`config.mk`:
```
export PLATFORM = sky130hd
export DESIGN_NAME = utf8_bounded_prefix
export DESIGN_NICKNAME = d
export VERILOG_FILES = /design/src/rtl/utf8bp_pkg.sv /design/src/rtl/utf8bp_cfg.sv /design/src/rtl/utf8bp_core.sv /design/src/rtl/utf8_bounded_prefix.sv
export SDC_FILE = /design/constraint.sdc
export NUM_CORES = 1
export LEC_CHECK = 0
export ABC_AREA = 1
export BUFFER_PORTS_ARGS = -buffer_cell sky130_fd_sc_hd__buf_2
export CORE_AREA = 2 2 89 156
export CTS_BUF_LIST = sky130_fd_sc_hd__clkbuf_4 sky130_fd_sc_hd__clkbuf_8
export CTS_CLUSTER_SIZE = 20
export DETAILED_ROUTE_END_ITERATION = 6
export DIE_AREA = 0 0 91 158
export GPL_TIMING_DRIVEN = 1
export HOLD_SLACK_MARGIN = 0.02
export PLACE_DENSITY = 0.6
export SKIP_LAST_GASP = 1
export SYNTH_ARGS = -nofsm -noshare
export SYNTH_HDL_FRONTEND = slang
export SYNTH_HIERARCHICAL = 1
export SYNTH_SLANG_ARGS = --single-unit
```
`constraint.sdc`:
```
create_clock -name clk -period 4.4 [get_ports clk]
set_input_delay 0.22 -clock clk [delete_from_list [all_inputs] [get_ports clk]]
set_output_delay 0.22 -clock clk [all_outputs]
set_load 0.02 [all_outputs]
```
`src/rtl/utf8bp_pkg.sv`:
```
// Shared types, byte-class constants and decode functions for the UTF-8 prefix measurer.
package utf8bp_pkg;

  localparam int LEN_W   = 16;
  localparam int WIDTH_W = 3;
  localparam int BYTE_W  = 8;
  localparam int CFG_DATA_W = 32;
  localparam int CFG_ADDR_W = 3;

  localparam logic [LEN_W-1:0] LIMIT_RESET = 16'd256;
  localparam logic CFG_IDX_LIMIT = 1'b0;

  localparam logic [BYTE_W-1:0] CONT_MASK  = 8'hC0;
  localparam logic [BYTE_W-1:0] CONT_TAG   = 8'h80;
  localparam logic [BYTE_W-1:0] ASCII_MAX  = 8'h7F;
  localparam logic [BYTE_W-1:0] LEAD2_MIN  = 8'hC2;
  localparam logic [BYTE_W-1:0] LEAD2_MAX  = 8'hDF;
  localparam logic [BYTE_W-1:0] LEAD3_MIN  = 8'hE0;
  localparam logic [BYTE_W-1:0] LEAD3_MAX  = 8'hEF;
  localparam logic [BYTE_W-1:0] LEAD_SURR  = 8'hED;
  localparam logic [BYTE_W-1:0] E0_LOW     = 8'hA0;
  localparam logic [BYTE_W-1:0] ED_HIGH    = 8'h9F;
  localparam logic [BYTE_W-1:0] LEAD4_MIN  = 8'hF0;
  localparam logic [BYTE_W-1:0] LEAD4_MAX  = 8'hF4;
  localparam logic [BYTE_W-1:0] F0_LOW     = 8'h90;
  localparam logic [BYTE_W-1:0] F4_HIGH    = 8'h8F;

  typedef struct packed {
    logic [LEN_W-1:0]   kept_length;
    logic [WIDTH_W-1:0] char_width;
    logic [WIDTH_W-1:0] bytes_seen;
    logic [BYTE_W-1:0]  lead_value;
    logic               stopped;
  } scan_state_t;

  localparam scan_state_t SCAN_CLEAR = '0;

  function automatic logic is_cont(input logic [BYTE_W-1:0] b);
    return (b & CONT_MASK) == CONT_TAG;
  endfunction

  function automatic logic [WIDTH_W-1:0] lead_width(input logic [BYTE_W-1:0] b);
    logic [WIDTH_W-1:0] w;
    w = 3'd0;
    if (b <= ASCII_MAX) w = 3'd1;
    else if (b >= LEAD2_MIN && b <= LEAD2_MAX) w = 3'd2;
    else if (b >= LEAD3_MIN && b <= LEAD3_MAX) w = 3'd3;
    else if (b >= LEAD4_MIN && b <= LEAD4_MAX) w = 3'd4;
    return w;
  endfunction

  function automatic logic second_ok(input logic [BYTE_W-1:0] lead,
                                     input logic [BYTE_W-1:0] b);
    logic ok;
    ok = 1'b1;
    if (lead == LEAD3_MIN && b < E0_LOW) ok = 1'b0;
    if (lead == LEAD_SURR && b > ED_HIGH) ok = 1'b0;
    if (lead == LEAD4_MIN && b < F0_LOW) ok = 1'b0;
    if (lead == LEAD4_MAX && b > F4_HIGH) ok = 1'b0;
    return ok;
  endfunction

endpackage

```
`src/rtl/utf8bp_cfg.sv`:
```
// APB-style register file holding the byte limit.
module utf8bp_cfg (
  input  logic                              clk,
  input  logic                              rst_n,
  input  logic                              cfg_psel,
  input  logic                              cfg_penable,
  input  logic                              cfg_pwrite,
  input  logic [utf8bp_pkg::CFG_ADDR_W-1:0] cfg_paddr,
  input  logic [utf8bp_pkg::CFG_DATA_W-1:0] cfg_pwdata,
  output logic [utf8bp_pkg::CFG_DATA_W-1:0] cfg_prdata,
  output logic                              cfg_pready,
  output logic [utf8bp_pkg::LEN_W-1:0]      byte_limit
);
  import utf8bp_pkg::*;

  logic [LEN_W-1:0] byte_limit_r;
  logic [LEN_W-1:0] byte_limit_nxt;
  logic             reg_sel;

  assign cfg_pready = 1'b1;
  assign reg_sel    = cfg_paddr[CFG_ADDR_W-1] == CFG_IDX_LIMIT;

  always_comb begin
    byte_limit_nxt = byte_limit_r;
    if (cfg_psel && cfg_penable && cfg_pwrite && reg_sel) begin
      byte_limit_nxt = cfg_pwdata[LEN_W-1:0];
    end
  end

  always_ff @(posedge clk) begin
    if (!rst_n) begin
      byte_limit_r <= LIMIT_RESET;
    end else begin
      byte_limit_r <= byte_limit_nxt;
    end
  end

  assign cfg_prdata = reg_sel ? {{(CFG_DATA_W-LEN_W){1'b0}}, byte_limit_r} : '0;
  assign byte_limit = byte_limit_r;

endmodule

```
`src/rtl/utf8bp_core.sv`:
```
// Per-byte UTF-8 scan state and next-state logic.
module utf8bp_core (
  input  logic                          clk,
  input  logic                          rst_n,
  input  logic                          take,
  input  logic [utf8bp_pkg::BYTE_W-1:0] data_byte,
  input  logic                          last_byte,
  input  logic [utf8bp_pkg::LEN_W-1:0]  byte_limit,
  output logic [utf8bp_pkg::LEN_W-1:0]  prefix_length
);
  import utf8bp_pkg::*;

  scan_state_t        st_r;
  scan_state_t        st_nxt;
  scan_state_t        scan;
  logic [WIDTH_W-1:0] lw;
  logic [WIDTH_W-1:0] seen_inc;
  logic [WIDTH_W-1:0] done_w;
  logic               done;
  logic [LEN_W:0]     sum;

  assign lw       = lead_width(data_byte);
  assign seen_inc = st_r.bytes_seen + 3'd1;

  always_comb begin
    scan   = st_r;
    done   = 1'b0;
    done_w = lw;
    if (!st_r.stopped) begin
      if (st_r.char_width == 3'd0) begin
        if (lw == 3'd0) begin
          scan.stopped = 1'b1;
        end else if (lw == 3'd1) begin
          done = 1'b1;
        end else begin
          scan.char_width = lw;
          scan.bytes_seen = 3'd1;
          scan.lead_value = data_byte;
        end
      end else if (!is_cont(data_byte) ||
                   (st_r.bytes_seen == 3'd1 && !second_ok(st_r.lead_value, data_byte))) begin
        scan.stopped    = 1'b1;
        scan.char_width = 3'd0;
        scan.bytes_seen = 3'd0;
        scan.lead_value = '0;
      end else begin
        scan.bytes_seen = seen_inc;
        if (seen_inc >= st_r.char_width) begin
          done   = 1'b1;
          done_w = st_r.char_width;
        end
      end
    end
    sum = {1'b0, st_r.kept_length} + {{(LEN_W+1-WIDTH_W){1'b0}}, done_w};
    if (done) begin
      scan.char_width = 3'd0;
      scan.bytes_seen = 3'd0;
      scan.lead_value = '0;
      if (sum > {1'b0, byte_limit}) begin
        scan.stopped = 1'b1;
      end else begin
        scan.kept_length = sum[LEN_W-1:0];
      end
    end
  end

  always_comb begin
    st_nxt = st_r;
    if (take) begin
      st_nxt = last_byte ? SCAN_CLEAR : scan;
    end
  end

  always_ff @(posedge clk) begin
    if (!rst_n) begin
      st_r <= SCAN_CLEAR;
    end else begin
      st_r <= st_nxt;
    end
  end

  assign prefix_length = scan.kept_length;

endmodule

```
`src/rtl/utf8_bounded_prefix.sv`:
```
// Top level of the strict UTF-8 bounded-prefix measurer.
// Usage:
//   Input channel (in_valid/in_ready): one word per string byte, with
//   in_last_byte set on the final byte. Strings are never empty.
//   Result channel (out_valid/out_ready): one word per string, carrying the
//   byte length of the longest valid whole-character prefix that fits in
//   the byte limit.
//   Config port (cfg_*): byte limit at byte address 0, write only while idle.
// Timing:
//   One byte per clock sustained while in_ready is high. The scan state updates
//   in the cycle a word is accepted; the result is registered, so it appears in
//   the cycle after the final byte is accepted.
// Stall:
//   in_ready drops only while a result is held and out_ready is low; the
//   result register then holds until taken.
// Reset (rst_n, synchronous, active low):
//   clears the scan state and the output valid, and sets the byte limit to 256.
module utf8_bounded_prefix (
  input  logic                              clk,
  input  logic                              rst_n,
  input  logic                              in_valid,
  output logic                              in_ready,
  input  logic [utf8bp_pkg::BYTE_W-1:0]     in_data_byte,
  input  logic                              in_last_byte,
  output logic                              out_valid,
  input  logic                              out_ready,
  output logic [utf8bp_pkg::LEN_W-1:0]      out_prefix_length,
  input  logic                              cfg_psel,
  input  logic                              cfg_penable,
  input  logic                              cfg_pwrite,
  input  logic [utf8bp_pkg::CFG_ADDR_W-1:0] cfg_paddr,
  input  logic [utf8bp_pkg::CFG_DATA_W-1:0] cfg_pwdata,
  output logic [utf8bp_pkg::CFG_DATA_W-1:0] cfg_prdata,
  output logic                              cfg_pready
);
  import utf8bp_pkg::*;

  logic [LEN_W-1:0] byte_limit;
  logic [LEN_W-1:0] scan_len;
  logic             take;
  logic             out_valid_r;
  logic             out_valid_nxt;
  logic [LEN_W-1:0] out_len_r;
  logic [LEN_W-1:0] out_len_nxt;

  assign in_ready = !out_valid_r || out_ready;
  assign take     = in_valid && in_ready;

  utf8bp_cfg u_cfg (
    .clk         (clk),
    .rst_n       (rst_n),
    .cfg_psel    (cfg_psel),
    .cfg_penable (cfg_penable),
    .cfg_pwrite  (cfg_pwrite),
    .cfg_paddr   (cfg_paddr),
    .cfg_pwdata  (cfg_pwdata),
    .cfg_prdata  (cfg_prdata),
    .cfg_pready  (cfg_pready),
    .byte_limit  (byte_limit)
  );

  utf8bp_core u_core (
    .clk           (clk),
    .rst_n         (rst_n),
    .take          (take),
    .data_byte     (in_data_byte),
    .last_byte     (in_last_byte),
    .byte_limit    (byte_limit),
    .prefix_length (scan_len)
  );

  always_comb begin
    out_valid_nxt = out_valid_r;
    out_len_nxt   = out_len_r;
    if (take && in_last_byte) begin
      out_valid_nxt = 1'b1;
      out_len_nxt   = scan_len;
    end else if (out_ready) begin
      out_valid_nxt = 1'b0;
    end
  end

  always_ff @(posedge clk) begin
    if (!rst_n) begin
      out_valid_r <= 1'b0;
    end else begin
      out_valid_r <= out_valid_nxt;
    end
  end

  always_ff @(posedge clk) begin
    out_len_r <= out_len_nxt;
  end

  assign out_valid         = out_valid_r;
  assign out_prefix_length = out_len_r;

endmodule
```
==> run summary <==
status - finished, violations left
violated checks - negative setup slack
Initial Utilization - 0.342
area grow syn2layout - 30.3%
Antenna Nets Post-Route - 0
cell depth of the worst flop-to-flop path - 28
Synthesis Warnings - 6
max_cap viols - 0
hold buffers post-CTS - 0
register area share after synthesis - 0.320
clock buffer depth - 2
Skew-Pair Late Insertion Delay - 0.36 ns
DRC violations left - 0
Avg WL per Cell - 12.5 um
Multi-input gate area - 2750 um^2
core footprint - 13,200 um^2
r2r startpoint - u_core/st_r[10]
Slew headroom - 0.344
top cells by area, synth - dfxtp_1, edfxtp_1, inv_1
htree depth - 3
data arrival time of the worst path - 4.69 ns
Synth Flop Type - dfxtp_1
Synth Instances - 625
syn avg cell area - 7.20 um^2
Worst Skew - 0.00734 ns
WHS Path Cells - 3
via count - 4,216
Slew Viols, Final - 0
Nets - 814
Final Cycle Share - 1.04
PwrDens - 286 nW/um^2
CTS buffer count - 9
std cell rows - 56
chip height - 158 um
Sink Count - 64
final core occ - 0.445
Die W - 91 um
# port buffers - 66
CTS root buf - clkbuf_8
drt first pass iters - 4
cell with the most instances after synthesis - inv_1
Setup WS post-layout - -0.171 ns
post-synthesis register bit count - 64
hpwl dp - 8720 um
Commonest cells post-synth - inv_1, nand2_1, nand3_1
Reg2Reg Capture Point - out_prefix_length[3]
maximum clock rate - 0.219 GHz
Worst-Margin Slew - 0.982 ns
Worst-path clk slew - 0.08 ns
Reg area - 1450 um^2
Setup CP Type - reg2reg
Design Area, Final - 5870 um^2
Static Leak - 2.72 nW
number of enable flip-flop cells after synthesis - 16
Req. time, crit path - 4.52 ns
Max FO, Critical Path - 4
crit start category - register
CP dominant cell by count - ha_4
Tot Pwr - 1.68 mW
# IOs - 102
RSZ-0062 raised after global routing - true
Yosys cell types - 44
hold_ws - 0.0847 ns
largest net degree at the start of global routing - 35
R2R Setup Slk - -0.17 ns
Worst Hold End - u_cfg/byte_limit[8]
post-DR vias/cell - 4.60
GRT Total Usage - 0.162
share of cells above drive strength 1 - 0.350
Die Area - 14,400 um^2
Peak VDD IR - 0.000117 V
ys async rst share - 0
global-route wire length before repair - 18,700 um
vias in the first global route - 4,074
Hold WC Path Type - in2reg
fillers - 1,393
area leader, netlist - dfxtp_1
TritonCTS clock tree - done
Post-Syn Area - 4500 um^2
initial antenna violation count - 0
Final Hold Viols - 0
total gr overflow - 0
DRT iter0 DRCs - 126
CP Capture Type - register
final setup vio count - 32
Placed Area - 5190 um^2
ant diodes - 0
Tmin final - 4.57 ns
Hold Crit Start - cfg_pwdata[8]
Synth top area share - 0.213
slowest stage delay, CP - 0.36 ns
CP max stage cell - dfxtp_2
RePlAce Congestion - 0.928
final wirelength - 11,500 um
## layout make-up
class / count / share of cell area
Clock buffer: 9 / 0.0211
Timing Repair Buffer: 123 / 0.138
Multi-Input combinational cell: 422 / 0.469
Inverter: 118 / 0.0757
Sequential cell: 64 / 0.247
Clock inverter: 7 / 0.0122
Tap cell: 174 / 0.0371
## state kept, by name (all words and copies together) (netlist names)
signal and flops:
out_prefix_length 16, u_core/st_r 31, out_valid 1, u_cfg/byte_limit 16
## report_power, final
part / internal [mW] / total (mW) / switching, mW
Combinational: 0.211 / 0.500 / 0.290
Clock: 0.261 / 0.514 / 0.253
Sequential: 0.640 / 0.661 / 0.0212
## worst max-delay path, delay by kind of cell (launching register included)
family / cells / cell delay (ns)
xor+xnor: 1 / 0.27
fa+ha+maj: 4 / 1.11
buf+inv: 6 / 0.53
compound gates: 4 / 0.40
simple gates: 13 / 1.66
flops: 1 / 0.36
## what timing repair did
item / 4_1_cts / 5_1_grt
pin swaps: 34 / 34
setup endpoints to repair: 33 / 33
cloned: 1 / 0
gates resized for setup: 41 / 37
buffers inserted: 11 / 6
## placed cells by master, fill, tap and decap left out, types with 10 or more instances in the layout
| cell type | Yosys | routed |
|---|---|---|
| a21oi_1 | 30 | 20 |
| a21oi_2 | 0 | 10 |
| and2_1 | 16 | 13 |
| buf_2 | 6 | 66 |
| buf_4 | 18 | 53 |
| conb_1 | 2 | 17 |
| dfxtp_1 | 48 | 46 |
| edfxtp_1 | 16 | 16 |
| ha_1 | 24 | 17 |
| inv_1 | 114 | 110 |
| nand2_1 | 90 | 83 |
| nand2_2 | 17 | 14 |
| nand2_4 | 4 | 14 |
| nand3_1 | 59 | 47 |
| nand3_2 | 2 | 14 |
| nand4_1 | 25 | 25 |
| nor2_1 | 53 | 51 |
| nor2_2 | 21 | 22 |
| o21ai_0 | 15 | 11 |
| o21ai_1 | 7 | 10 |
## cells by family (layout without fill, tap and decap cells)
logic type / Yosys count / after routing / share of synthesized area
adder cells (fa/ha/maj): 25 / 25 / 0.0712
other: 2 / 17 / 0.00167
AO/OA/AOI/OAI: 61 / 61 / 0.0750
AND/OR/NAND/NOR: 308 / 308 / 0.357
flip-flops: 64 / 64 / 0.320
XOR/XNOR: 11 / 11 / 0.0214
buffers and inverters: 154 / 257 / 0.154
## worst max path at each step
stage,startpoint,to,slack (ns)
final,u_core/st_r[10],out_prefix_length[3],-0.17
after global routing,u_core/st_r[9],out_prefix_length[3],-0.47
after CTS,u_core/st_r[9],out_prefix_length[14],-0.15
after detailed placement,u_core/st_r[9],out_prefix_length[5],-0.36
after global placement,u_core/st_r[10],out_prefix_length[3],-0.33
after floorplan,u_core/st_r[9],out_prefix_length[11],0.002
## stage by stage
stage               setup WS, ns  setup TNS [ns]  instances
finish                    -0.171           -3.56        917
global route              -0.466          -13.35        917
CTS                       -0.152           -4.01        912
detailed placement        -0.360          -10.46        884
global placement          -0.326           -9.84        884
floorplan                0.00153               0        640
## layer usage
layer | vias up | global-route usage | share of wire
met5 | - | 0 | 0
met4 | 0 | 0.0815 | 0.026
met3 | 23 | 0.0200 | 0.035
met2 | 95 | 0.319 | 0.55
met1 | 1916 | 0.164 | 0.39
li1 | 2182 | - | -
No activity file was read; power rests on OpenSTA's default activity.
